`config.mk`:
```
export PLATFORM = sky130hd
export DESIGN_NAME = bdel_ctrl
export DESIGN_NICKNAME = d
export VERILOG_FILES = /design/src/rtl/bdel_pkg.sv /design/src/rtl/bdel_ctrl.sv
export VERILOG_INCLUDE_DIRS = /design/src /design/src/rtl
export SDC_FILE = /design/constraint.sdc
export NUM_CORES = 1
export LEC_CHECK = 0
export BUFFER_PORTS_ARGS = -buffer_cell sky130_fd_sc_hd__clkbuf_2
export CORE_MARGIN = 2
export CORE_UTILIZATION = 53
export CTS_BUF_LIST = sky130_fd_sc_hd__clkbuf_8
export CTS_CLUSTER_SIZE = 24
export DETAILED_ROUTE_END_ITERATION = 6
export HOLD_SLACK_MARGIN = 0.15
export PLACE_DENSITY_LB_ADDON = 0.2
export SYNTH_ARGS = -nofsm -noshare
export SYNTH_HDL_FRONTEND = slang
export SYNTH_SLANG_ARGS = --single-unit
```
`constraint.sdc`:
```
create_clock -name clk -period 4.15 [get_ports clk]
set_clock_uncertainty 0.05 [all_clocks]
set_input_delay 0.415 -clock clk [delete_from_list [all_inputs] [get_ports clk]]
set_output_delay 0.415 -clock clk [all_outputs]
set_load 0.005 [all_outputs]
```
`src/rtl/bounded_double_ended_list_unit_assert.svh`:
```
// assertion macros for the bounded double-ended list unit
// expects clk and arst_n in the scope of the module that expands them
`ifndef BOUNDED_DOUBLE_ENDED_LIST_UNIT_ASSERT_SVH
`define BOUNDED_DOUBLE_ENDED_LIST_UNIT_ASSERT_SVH

// expression must hold at every clock edge out of reset
`define BDEL_ASSERT_ALWAYS(label, expr, msg) \
	label: assert property (@(posedge clk) disable iff (!arst_n) (expr)) \
		else $error(msg);

// consequent must hold in the cycle after the antecedent
`define BDEL_ASSERT_NEXT(label, pre, post, msg) \
	label: assert property (@(posedge clk) disable iff (!arst_n) (pre) |=> (post)) \
		else $error(msg);

`endif

```
`src/rtl/bdel_pkg.sv`:
```
// shared types and constants for the bounded double-ended list unit
// no dependencies
`default_nettype none

package bdel_pkg;

	// list geometry; the ring pointer wraps by truncation, so capacity is a power of two
	localparam int CAPACITY = 256;
	localparam int ITEM_W   = 32;
	localparam int PTR_W    = $clog2(CAPACITY);
	localparam int CNT_W    = $clog2(CAPACITY + 1);
	localparam int POS_W    = 8;
	localparam int OP_W     = 3;
	localparam int STATUS_W = 2;

	// stream word widths, padded to whole bytes
	localparam int S_FIELDS_W = OP_W + ITEM_W + POS_W;
	localparam int S_TDATA_W  = ((S_FIELDS_W + 7) / 8) * 8;
	localparam int M_FIELDS_W = STATUS_W + CNT_W + 3 * ITEM_W;
	localparam int M_TDATA_W  = ((M_FIELDS_W + 7) / 8) * 8;

	typedef enum logic [OP_W-1:0] {
		OP_INSERT_HEAD = 3'd0,
		OP_INSERT_TAIL = 3'd1,
		OP_REMOVE_HEAD = 3'd2,
		OP_REMOVE_TAIL = 3'd3,
		OP_READ_INDEX  = 3'd4
	} op_t;

	typedef enum logic [STATUS_W-1:0] {
		ST_OK    = 2'd0,
		ST_FULL  = 2'd1,
		ST_EMPTY = 2'd2,
		ST_RANGE = 2'd3
	} status_t;

	// store access issued by the controller
	typedef struct packed {
		logic              wr_en;
		logic [PTR_W-1:0]  wr_addr;
		logic [ITEM_W-1:0] wr_data;
		logic              rd_en;
		logic [PTR_W-1:0]  rd_addr;
	} ram_req_t;

	// result fields as seen after the last accepted word
	typedef struct packed {
		status_t           status;
		logic [CNT_W-1:0]  count;
		logic [ITEM_W-1:0] read_item;
		logic [ITEM_W-1:0] head_item;
		logic [ITEM_W-1:0] tail_item;
	} result_t;

endpackage

`default_nettype wire

```
`src/rtl/bdel_ctrl.sv`:
```
// list controller: count, ring head pointer, cached head and tail items
// depends on bdel_pkg and the assertion macro header
`default_nettype none

module bdel_ctrl (
	input  wire logic                      clk,
	input  wire logic                      arst_n,
	input  wire logic                      accept,
	input  wire bdel_pkg::op_t             op,
	input  wire logic [bdel_pkg::ITEM_W-1:0] item,
	input  wire logic [bdel_pkg::POS_W-1:0]  position,
	input  wire logic [bdel_pkg::ITEM_W-1:0] rd_data,
	output bdel_pkg::ram_req_t             ram_req,
	output bdel_pkg::result_t              result
);

	import bdel_pkg::*;

	logic [CNT_W-1:0]  count_q, count_n;
	logic [PTR_W-1:0]  ptr_q, ptr_n;
	logic [ITEM_W-1:0] head_q, head_n, tail_q, tail_n;
	logic              head_mem_q, head_mem_n;
	logic              tail_mem_q, tail_mem_n;
	logic              is_read_q, is_read_n;
	status_t           status_q, status_n;
	logic [ITEM_W-1:0] eff_head, eff_tail;
	logic              empty, full;
	logic [CNT_W-1:0]  count_m2;

	// head or tail may still sit in the read register after a removal
	assign eff_head = head_mem_q ? rd_data : head_q;
	assign eff_tail = tail_mem_q ? rd_data : tail_q;
	assign empty    = (count_q == '0);
	assign full     = (count_q == CNT_W'(CAPACITY));
	assign count_m2 = count_q - CNT_W'(2);

	// operation decode and next state
	always_comb begin
		count_n         = count_q;
		ptr_n           = ptr_q;
		head_n          = eff_head;
		tail_n          = eff_tail;
		head_mem_n      = 1'b0;
		tail_mem_n      = 1'b0;
		is_read_n       = 1'b0;
		status_n        = ST_OK;
		ram_req.wr_en   = 1'b0;
		ram_req.wr_addr = ptr_q;
		ram_req.wr_data = item;
		ram_req.rd_en   = 1'b0;
		ram_req.rd_addr = ptr_q;
		unique case (op)
			OP_INSERT_HEAD: begin
				if (full) begin
					status_n = ST_FULL;
				end else begin
					ptr_n           = ptr_q - PTR_W'(1);
					ram_req.wr_en   = accept;
					ram_req.wr_addr = ptr_q - PTR_W'(1);
					count_n         = count_q + CNT_W'(1);
					head_n          = item;
					if (empty) begin
						tail_n = item;
					end
				end
			end
			OP_INSERT_TAIL: begin
				if (full) begin
					status_n = ST_FULL;
				end else begin
					ram_req.wr_en   = accept;
					ram_req.wr_addr = ptr_q + count_q[PTR_W-1:0];
					count_n         = count_q + CNT_W'(1);
					tail_n          = item;
					if (empty) begin
						head_n = item;
					end
				end
			end
			OP_REMOVE_HEAD: begin
				if (empty) begin
					status_n = ST_EMPTY;
				end else begin
					ptr_n   = ptr_q + PTR_W'(1);
					count_n = count_q - CNT_W'(1);
					// fetch the new head unless the list drains
					if (count_q > CNT_W'(1)) begin
						ram_req.rd_en   = accept;
						ram_req.rd_addr = ptr_q + PTR_W'(1);
						head_mem_n      = 1'b1;
					end
				end
			end
			OP_REMOVE_TAIL: begin
				if (empty) begin
					status_n = ST_EMPTY;
				end else begin
					count_n = count_q - CNT_W'(1);
					if (count_q > CNT_W'(1)) begin
						ram_req.rd_en   = accept;
						ram_req.rd_addr = ptr_q + count_m2[PTR_W-1:0];
						tail_mem_n      = 1'b1;
					end
				end
			end
			OP_READ_INDEX: begin
				if (CNT_W'(position) >= count_q) begin
					status_n = ST_RANGE;
				end else begin
					ram_req.rd_en   = accept;
					ram_req.rd_addr = ptr_q + PTR_W'(position);
					is_read_n       = 1'b1;
				end
			end
			default: begin
			end
		endcase
	end

	// control state
	always_ff @(posedge clk or negedge arst_n) begin
		if (!arst_n) begin
			count_q    <= '0;
			ptr_q      <= '0;
			head_mem_q <= 1'b0;
			tail_mem_q <= 1'b0;
			is_read_q  <= 1'b0;
			status_q   <= ST_OK;
		end else if (accept) begin
			count_q    <= count_n;
			ptr_q      <= ptr_n;
			head_mem_q <= head_mem_n;
			tail_mem_q <= tail_mem_n;
			is_read_q  <= is_read_n;
			status_q   <= status_n;
		end
	end

	// cached end items
	always_ff @(posedge clk) begin
		if (accept) begin
			head_q <= head_n;
			tail_q <= tail_n;
		end
	end

	// result view, stable while no word is accepted
	assign result.status    = status_q;
	assign result.count     = count_q;
	assign result.read_item = is_read_q ? rd_data : '0;
	assign result.head_item = empty ? '0 : eff_head;
	assign result.tail_item = empty ? '0 : eff_tail;

	`include "bounded_double_ended_list_unit_assert.svh"

	`BDEL_ASSERT_ALWAYS(a_count_bound, count_q <= CNT_W'(CAPACITY), "count above capacity")
	`BDEL_ASSERT_ALWAYS(a_one_fetch, !(head_mem_q && tail_mem_q), "head and tail both pending")
	`BDEL_ASSERT_NEXT(a_insert_grows,
		accept && !full && (op == OP_INSERT_HEAD || op == OP_INSERT_TAIL),
		count_q == $past(count_q) + CNT_W'(1), "insert did not grow the list")
	`BDEL_ASSERT_NEXT(a_empty_remove,
		accept && empty && (op == OP_REMOVE_HEAD || op == OP_REMOVE_TAIL),
		count_q == '0 && status_q == ST_EMPTY, "removal from empty list changed state")

endmodule

`default_nettype wire
```
==> results of run 1 <==
==> routing by layer <==
layer | vias up | global-route usage (%) | wire length (µm)
li1 | 3064 | - | -
met1 | 3006 | 37.21 | 8783
met2 | 248 | 45.61 | 9822
met3 | 12 | 4.717 | 1210
met4 | 0 | 7.195 | 202
met5 | - | 0 | 0
==> path summary, 6_finish.rpt <==
check | slack (ns) | to | from
worst max-delay path | 0.25 | ram_req[7] | count_q[1]$_DFFE_PN0P_
worst min-delay path | 0.33 | tail_q[8]$_DFFE_PP_ | item[8]
worst max register to register | 1.41 | head_q[17]$_DFFE_PP_ | count_q[0]$_DFFE_PN0P_
worst min register to register | 0.50 | status_q[1]$_DFFE_PN0P_ | status_q[1]$_DFFE_PN0P_
max in group asynchronous | 3.03 | head_mem_q$_DFFE_PN0P_ | arst_n
min in group asynchronous | 0.56 | count_q[2]$_DFFE_PN0P_ | arst_n
==> sequential cells by signal, indices dropped and copies added, names as in the netlist <==
register and cells:
is_read_q 1, head_mem_q 1, count_q 9, tail_mem_q 1, ptr_q 8, head_q 32
status_q 2, tail_q 32
==> report_power, final <==
group | internal [mW] | switching (mW) | leakage (nW)
Sequential | 1.08 | 0.240 | 0.884
Clock | 0.343 | 0.334 | 0.109
Combinational | 1.15 | 1.33 | 2.78
Total | 2.58 | 1.90 | 3.77
==> what timing repair did <==
action / 4_1_cts / 5_1_grt
setup endpoints to repair: 0 / 1
hold endpoints to repair: 22 / 0
hold buffers: 1 / 0
resized for setup: 0 / 2
==> logic make-up after synthesis <==
logic type / share of synthesized area [%]
AOI/OAI and AO/OA: 11.97
muxes: 15.17
adders and majority gates: 7.750
DFF: 34.18
and+or+nand+nor: 17.70
xor gates and xnor gates: 4.722
buffers and inverters: 8.511
==> cells in the mapped netlist, types with 2 or more instances <==
cell      instances  area share (%)
nor2_4            2            0.31
xor2_1            8            0.97
o211ai_1          3            0.31
o31ai_1           3            0.31
nand4_1           6            0.52
o22ai_1          10            0.86
and3_1            3            0.26
a21o_1            5            0.52
nand3_1          17             1.2
mux2_2           61             9.5
a221o_1           5            0.69
a211oi_1          4            0.42
o21ai_2           2            0.24
buf_6             4            0.62
mux2i_1          35             4.8
and4_1            2            0.24
o311ai_0          2            0.24
buf_2            18             1.2
buf_4            36             3.7
edfxtp_1         64              27
mux2_4            4            0.83
a21oi_1          61             4.2
xnor2_1          31             3.8
nor3_1           18             1.2
ha_1             40             6.9
clkbuf_1         17            0.88
or3_1             3            0.26
buf_1             3            0.16
nor2b_1          40             3.5
a32oi_1           3            0.36
and2_1           32             2.8
inv_1            35             1.8
o21bai_1          3            0.31
o221ai_1          5            0.61
nand2b_1          3            0.26
nand2_1          36             1.9
nor2_1           84             4.4
dfrtp_1          22             7.6
o21ai_0          23             1.6
fa_1              3            0.83
==> metrics by stage <==
step | power (mW) | instances | instance area (µm²) | worst slack (ns)
2_1_floorplan | 3.038 | 772 | 7233 | 1.016
3_3_place_gp | 3.770 | 1114 | 8220 | 0.6813
3_5_place_dp | 3.774 | 1114 | 8220 | 0.6102
4_1_cts | 4.465 | 1131 | 8451 | 0.1532
5_1_grt | 4.838 | 1131 | 8452 | 0.03725
6_report | 4.477 | 1131 | 8452 | 0.2524
==> final cells by class <==
| class | count | area (µm²) |
|---|---|---|
| Clock buffer | 9 | 123.9 |
| Clock inverter | 7 | 96.34 |
| Fill cell | 1138 | 4843 |
| Inverter | 36 | 135.1 |
| Multi-Input combinational cell | 572 | 4145 |
| Sequential cell | 86 | 2475 |
| Tap cell | 176 | 220.2 |
| Timing Repair Buffer | 245 | 1256 |
==> worst max-delay path, stage by stage (launching register included) <==
cell      delay, ns
dfrtp_1        0.49
inv_2          0.14
ha_1           0.33
inv_1          0.05
ha_1           0.24
fa_1           0.51
a211oi_1       0.23
o21bai_1       0.11
a21oi_1        0.19
mux2i_1        0.24
xor2_1         0.18
nand3_1        0.09
nand3_1        0.13
clkbuf_2       0.12
==> key figures, run 1 <==
Logic synthesis
  • Syn Inst Count: approximately 770
  • EDFF count, synth: 64
  • Ys async rst share: ~26%
  • Yosys reg bits: 86
  • Net Count, Synth: ~890
  • Mean Syn Cell Area: roughly 9.4 µm²
  • Ys Warns: 0
  • Main flop type after synthesis: edfxtp_1
  • Seq/Total Area, Yosys: between 30% and 40%
  • Number of library cell types mapped by synthesis: 56
  • Synthesized cell area: 7233 µm²

STA
  • Minimum clock period: between 3 and 4 ns
  • Measured slew at the worst slew-check pin: 1.035 ns
  • Peak Freq: 256.6 MHz
  • Period utilisation layout: 93.92%
  • Setup Viol. Count Final: 0
  • RSZ-0062 raised after global routing: false
  • Final Max Tran Viols: 0
  • Worst hold margin: 0.3253 ns
  • Max-slew headroom: 31.02%
  • Fin. Hold Viols: 0
  • Sum Neg Setup Slack: 0 ns

Clock tree
  • Latest clock arrival within the worst-skew pair: 0.38 ns
  • CTS Buffer Depth: 2
  • Clk slew on worst S/H paths: 0.10 ns
  • CTS H-tree lvls: 3
  • Clock root buffer master: clkbuf_8
  • TritonCTS Sinks: 86
  • Post-CTS Setup Repair Bufs: 0
  • CTS buffer count: 9
  • TritonCTS clock tree: yes

GRT
  • Largest net degree at the start of global routing: 50
  • Initial antenna violation count: 0
  • Vias in the first global route: around 5900
  • First-pass GRT wire length: 31.41 mm
  • Congestion Overflow GR: 0
  • GRT Util Overall: between 20% and 30%

Die
  • Core area: 13300 µm²
  • Top-level I/O count: approximately 240
  • Die area: 14600 µm²
  • Row Count: 42
  • Die Ht: about 120 µm
  • Die X: around 120 µm
  • Starting Density: between 50% and 60%

Routing
  • Routed len/inst: 17.70 µm
  • DRT iter0 DRCs: 482
  • Vias post-DR: 6330
  • Antenna-violating nets left: 0
  • Residual DRC: 0
  • Routed wire length: around 20 mm
  • Vias per cell: between 5 and 6
  • First-pass iteration count of the detailed router: 4

Setup path
  • Kind of critical path: reg -> out
  • Reg2reg path depth: 9
  • Startpoint Class: register
  • Critical path endpoint category: primary output
  • Worst EP required: between 3 and 4 ns
  • CP arrival: 3.43 ns
  • Max FO, Critical Path: 8

Place
  • DP HPWL: 14.98 mm
  • Gp weighted congestion: 0.9549
  • Port Buffers: 234

Cells and area
  • Antenna cells: 0
  • Most frequent cells in the layout: 233 x clkbuf_2, 84 x nor2_1, 64 x edfxtp_1
  • Post-layout util: roughly 64%
  • Share of layout cells above drive strength 1: 35.60%
  • Syn-to-layout area delta: 16.85%
  • Nets: 1071
  • Most common cell after layout, fill and taps aside: clkbuf_2

Min path
  • Hold path depth: 2
  • Min-Delay Path Class: in -> reg

Power
  • LEAKAGE: 3.771 nW
  • Power Density: 529.7 nW/µm²
  • Peak VDD IR: slightly above 0.0004 V

Job
  • Max Cap Viol: 0

Run status
  • Status: complete, no violations
(Power assumes the default switching activity.)
==> run 2: changes to the inputs <==
==> constraint.sdc (replaced) <==
create_clock -name clk -period 4.15 [get_ports clk]
set_clock_uncertainty 0.05 [all_clocks]
set_input_delay 0.83 -clock clk [delete_from_list [all_inputs] [get_ports clk]]
set_output_delay 0.83 -clock clk [all_outputs]
set_load 0.005 [all_outputs]
==> run 2 against run 1 <==
  * Combinational power up 9.3%
  * Worst hold slack gained 0.093 ns
  * Maximum frequency decreased by 3.6%
  * Critical path depth unchanged
  * Non-clock buffer count rose by 10
  * Clock power fell by 12%
  * Core utilization is 0.44 points higher
  * Sequential share of layout area down 0.17 points
  * Register-to-register slack worse by 0.13 ns
  * Count of clock-buffer cells in the layout unchanged
  * First-iteration DRC count up 31%
  * Routed wire length increased by 2.9%
  * Critical path type unchanged
==> key figures, run 2 (same netlist as run 1, synthesis figures left out) <==
Run status
  • Status: complete, no violations

Cells and area
  • Most frequent cells in the layout: 233 x clkbuf_2, 84 x nor2_1, 64 x edfxtp_1
  • Area of the multi-input gates: 4153 µm² (+0.18%)
  • Final Cell Area: 8511 µm² (+0.70%)
  • Register area: 2477 µm² (+0.10%)
  • Filler cell count in the final layout: 1167 (+2.5%)
  • Antenna cells: 0 (unchanged)
  • Syn-to-layout area delta: 17.66%
  • Most common cell after layout, fill and taps aside: clkbuf_2
  • Biggest regs: head_q (32), tail_q (32), count_q (9)
  • Share of layout cells above drive strength 1: 36.48% (+0.87 points)
  • Nets: 1081 (+0.93%)

STA
  • Worst setup margin: 0.1059 ns (-0.1465 ns)
  • Final Max Tran Viols: 0 (unchanged)
  • RSZ-0062 raised after global routing: true
  • Peak Freq: 247.3 MHz (-3.6%)
  • Max-slew headroom: 32.16% (+1.1 points)
  • Period utilisation layout: 97.45% (+3.5 points)
  • Fin. Hold Viols: 0 (unchanged)
  • Measured slew at the worst slew-check pin: 1.018 ns (-0.01710 ns)
  • Minimum clock period: 4.044 ns (+0.1465 ns)
  • Setup Viol. Count Final: 0 (unchanged)

Routing
  • Routed len/inst: 18.06 µm (+2.0%)
  • Residual DRC: 0 (unchanged)
  • Vias per cell: 5.653 (+1.0%)
  • First-pass iteration count of the detailed router: 5 (+1)
  • DRT iter0 DRCs: 630 (+31%)
  • Antenna-violating nets left: 0 (unchanged)
  • Vias post-DR: 6450 (+1.9%)
  • Routed wire length: 20.60 mm (+2.9%)

GRT
  • GRT Util Overall: 27.72% (+0.21 points)
  • Vias in the first global route: 5998 (+1.2%)
  • Initial antenna violation count: 0 (unchanged)
  • Largest net degree at the start of global routing: 65 (+30%)
  • Congestion Overflow GR: 0 (unchanged)
  • First-pass GRT wire length: 31.22 mm (-0.59%)

Setup path
  • CP arrival: 3.16 ns (-0.27 ns)
  • Worst EP required: 3.27 ns (-0.41 ns)
  • Critical path endpoint category: primary output
  • CP Launch Point: count_q[1]$_DFFE_PN0P_
  • Kind of critical path: reg -> out
  • Launching point of the worst reg2reg path: count_q[1]$_DFFE_PN0P_
  • Max FO, Critical Path: 5 (-3)
  • Startpoint Class: register

Power
  • LEAKAGE: 3.820 nW (+1.3%)
  • Peak VDD IR: 0.0004304 V (+4.7%)
  • Power Density: 533.9 nW/µm² (+0.79%)
  • Tot Pwr: 4.543 mW (+1.5%)

Place
  • Gp weighted congestion: 0.9408 (-1.5%)
  • Placed Area: 8300 µm² (+0.97%)
  • DP HPWL: 15.20 mm (+1.5%)
  • Pre-CTS WS: 0.4006 ns (-0.2096 ns)
  • Port Buffers: 234 (unchanged)

Clock tree
  • TritonCTS clock tree: yes
  • Post-CTS Hold Buffers: 0 (-1)
  • Clock root buffer master: clkbuf_8
  • CTS H-tree lvls: 3 (unchanged)
  • TritonCTS Sinks: 86 (unchanged)
  • Latest clock arrival within the worst-skew pair: 0.39 ns (about the same)
  • CTS buffer count: 9 (unchanged)
  • CTS Buffer Depth: 2 (unchanged)
  • Clk slew on worst S/H paths: 0.10 ns (about the same)

Die
  • Row Count: 42 (unchanged)
  • Starting Density: 54.40% (unchanged)
  • Die X: 120.8 µm (unchanged)
  • Core area: 13300 µm² (unchanged)
  • Top-level I/O count: 235 (unchanged)
  • Die Ht: 120.8 µm (unchanged)
  • Die area: 14600 µm² (unchanged)

Min path
  • Min-Delay Path Class: in -> async

Job
  • Max Cap Viol: 0 (unchanged)
-- run 2: changes by cell type in the layout (fill, tap and decap cells not counted), sizes merged --
cell,change
buf,+11
bufinv,-1
clkinvlp,-1
dlygate4sd3,-1
inv,+2
-- run 2: final timing paths --
path	endpoint	slack, ns	cells past startpoint
max	ram_req[7]	0.11	13
max in group asynchronous	head_mem_q$_DFFE_PN0P_	3.13	1
min in group clk	status_q[0]$_DFFE_PN0P_	0.50	2
max reg2reg	head_q[1]$_DFFE_PP_	1.28	10
min reg2reg	status_q[0]$_DFFE_PN0P_	0.50	2
min	is_read_q$_DFFE_PN0P_	0.42	1
-- run 2: through the flow --
stage	hold WS, ns	instances	TNS (ns)	utilization (%)
floorplan	0.4756	772	0	-
global placement	0.4793	1123	0	62.43
detailed placement	0.4807	1123	0	62.43
CTS	0.4229	1139	0	63.82
global route	0.4436	1141	-0.01514	64.01
finish	0.4185	1141	0	64.01
-- run 2: cell type report --
cell class                 instances  area share (%)
tap                              176           2.587
multi-input combinational        572           48.79
timing repair buffer             255           15.76
clock buffer                       9           1.455
inverter                          36           1.588
clock inverter                     7          0.7057
sequential                        86           29.11
-- run 2: worst max-delay path, stage by stage (launching register included) --
cell and delay, ns:
dfrtp_2 0.41, inv_1 0.07, ha_1 0.29, inv_1 0.05, ha_1 0.26, fa_2 0.44
a211oi_1 0.23, o21bai_1 0.11, a21oi_1 0.18, mux2i_1 0.24, xor2_1 0.17, nand3_1 0.09
nand3_1 0.13, clkbuf_2 0.12
-- run 2: power by group --
part | switching (mW) | internal, mW
logic | 1.48 | 1.23
registers | 0.156 | 1.09
clock network | 0.323 | 0.272
total | 1.96 | 2.58
-- run 2: what timing repair did --
item,CTS,global route
setup buffers,0,2
endpoints found under the setup margin,1,3
pin swaps,0,0
resized for setup,1,5
endpoints found under the hold margin,0,0
-- run 2: layer usage --
metal	up-vias	wire length (µm)	track usage [%]
li1	3090	-	-
met1	3014	8683	36.97
met2	312	9952	45.01
met3	34	1529	5.755
met4	0	438	8.939
met5	-	0	0
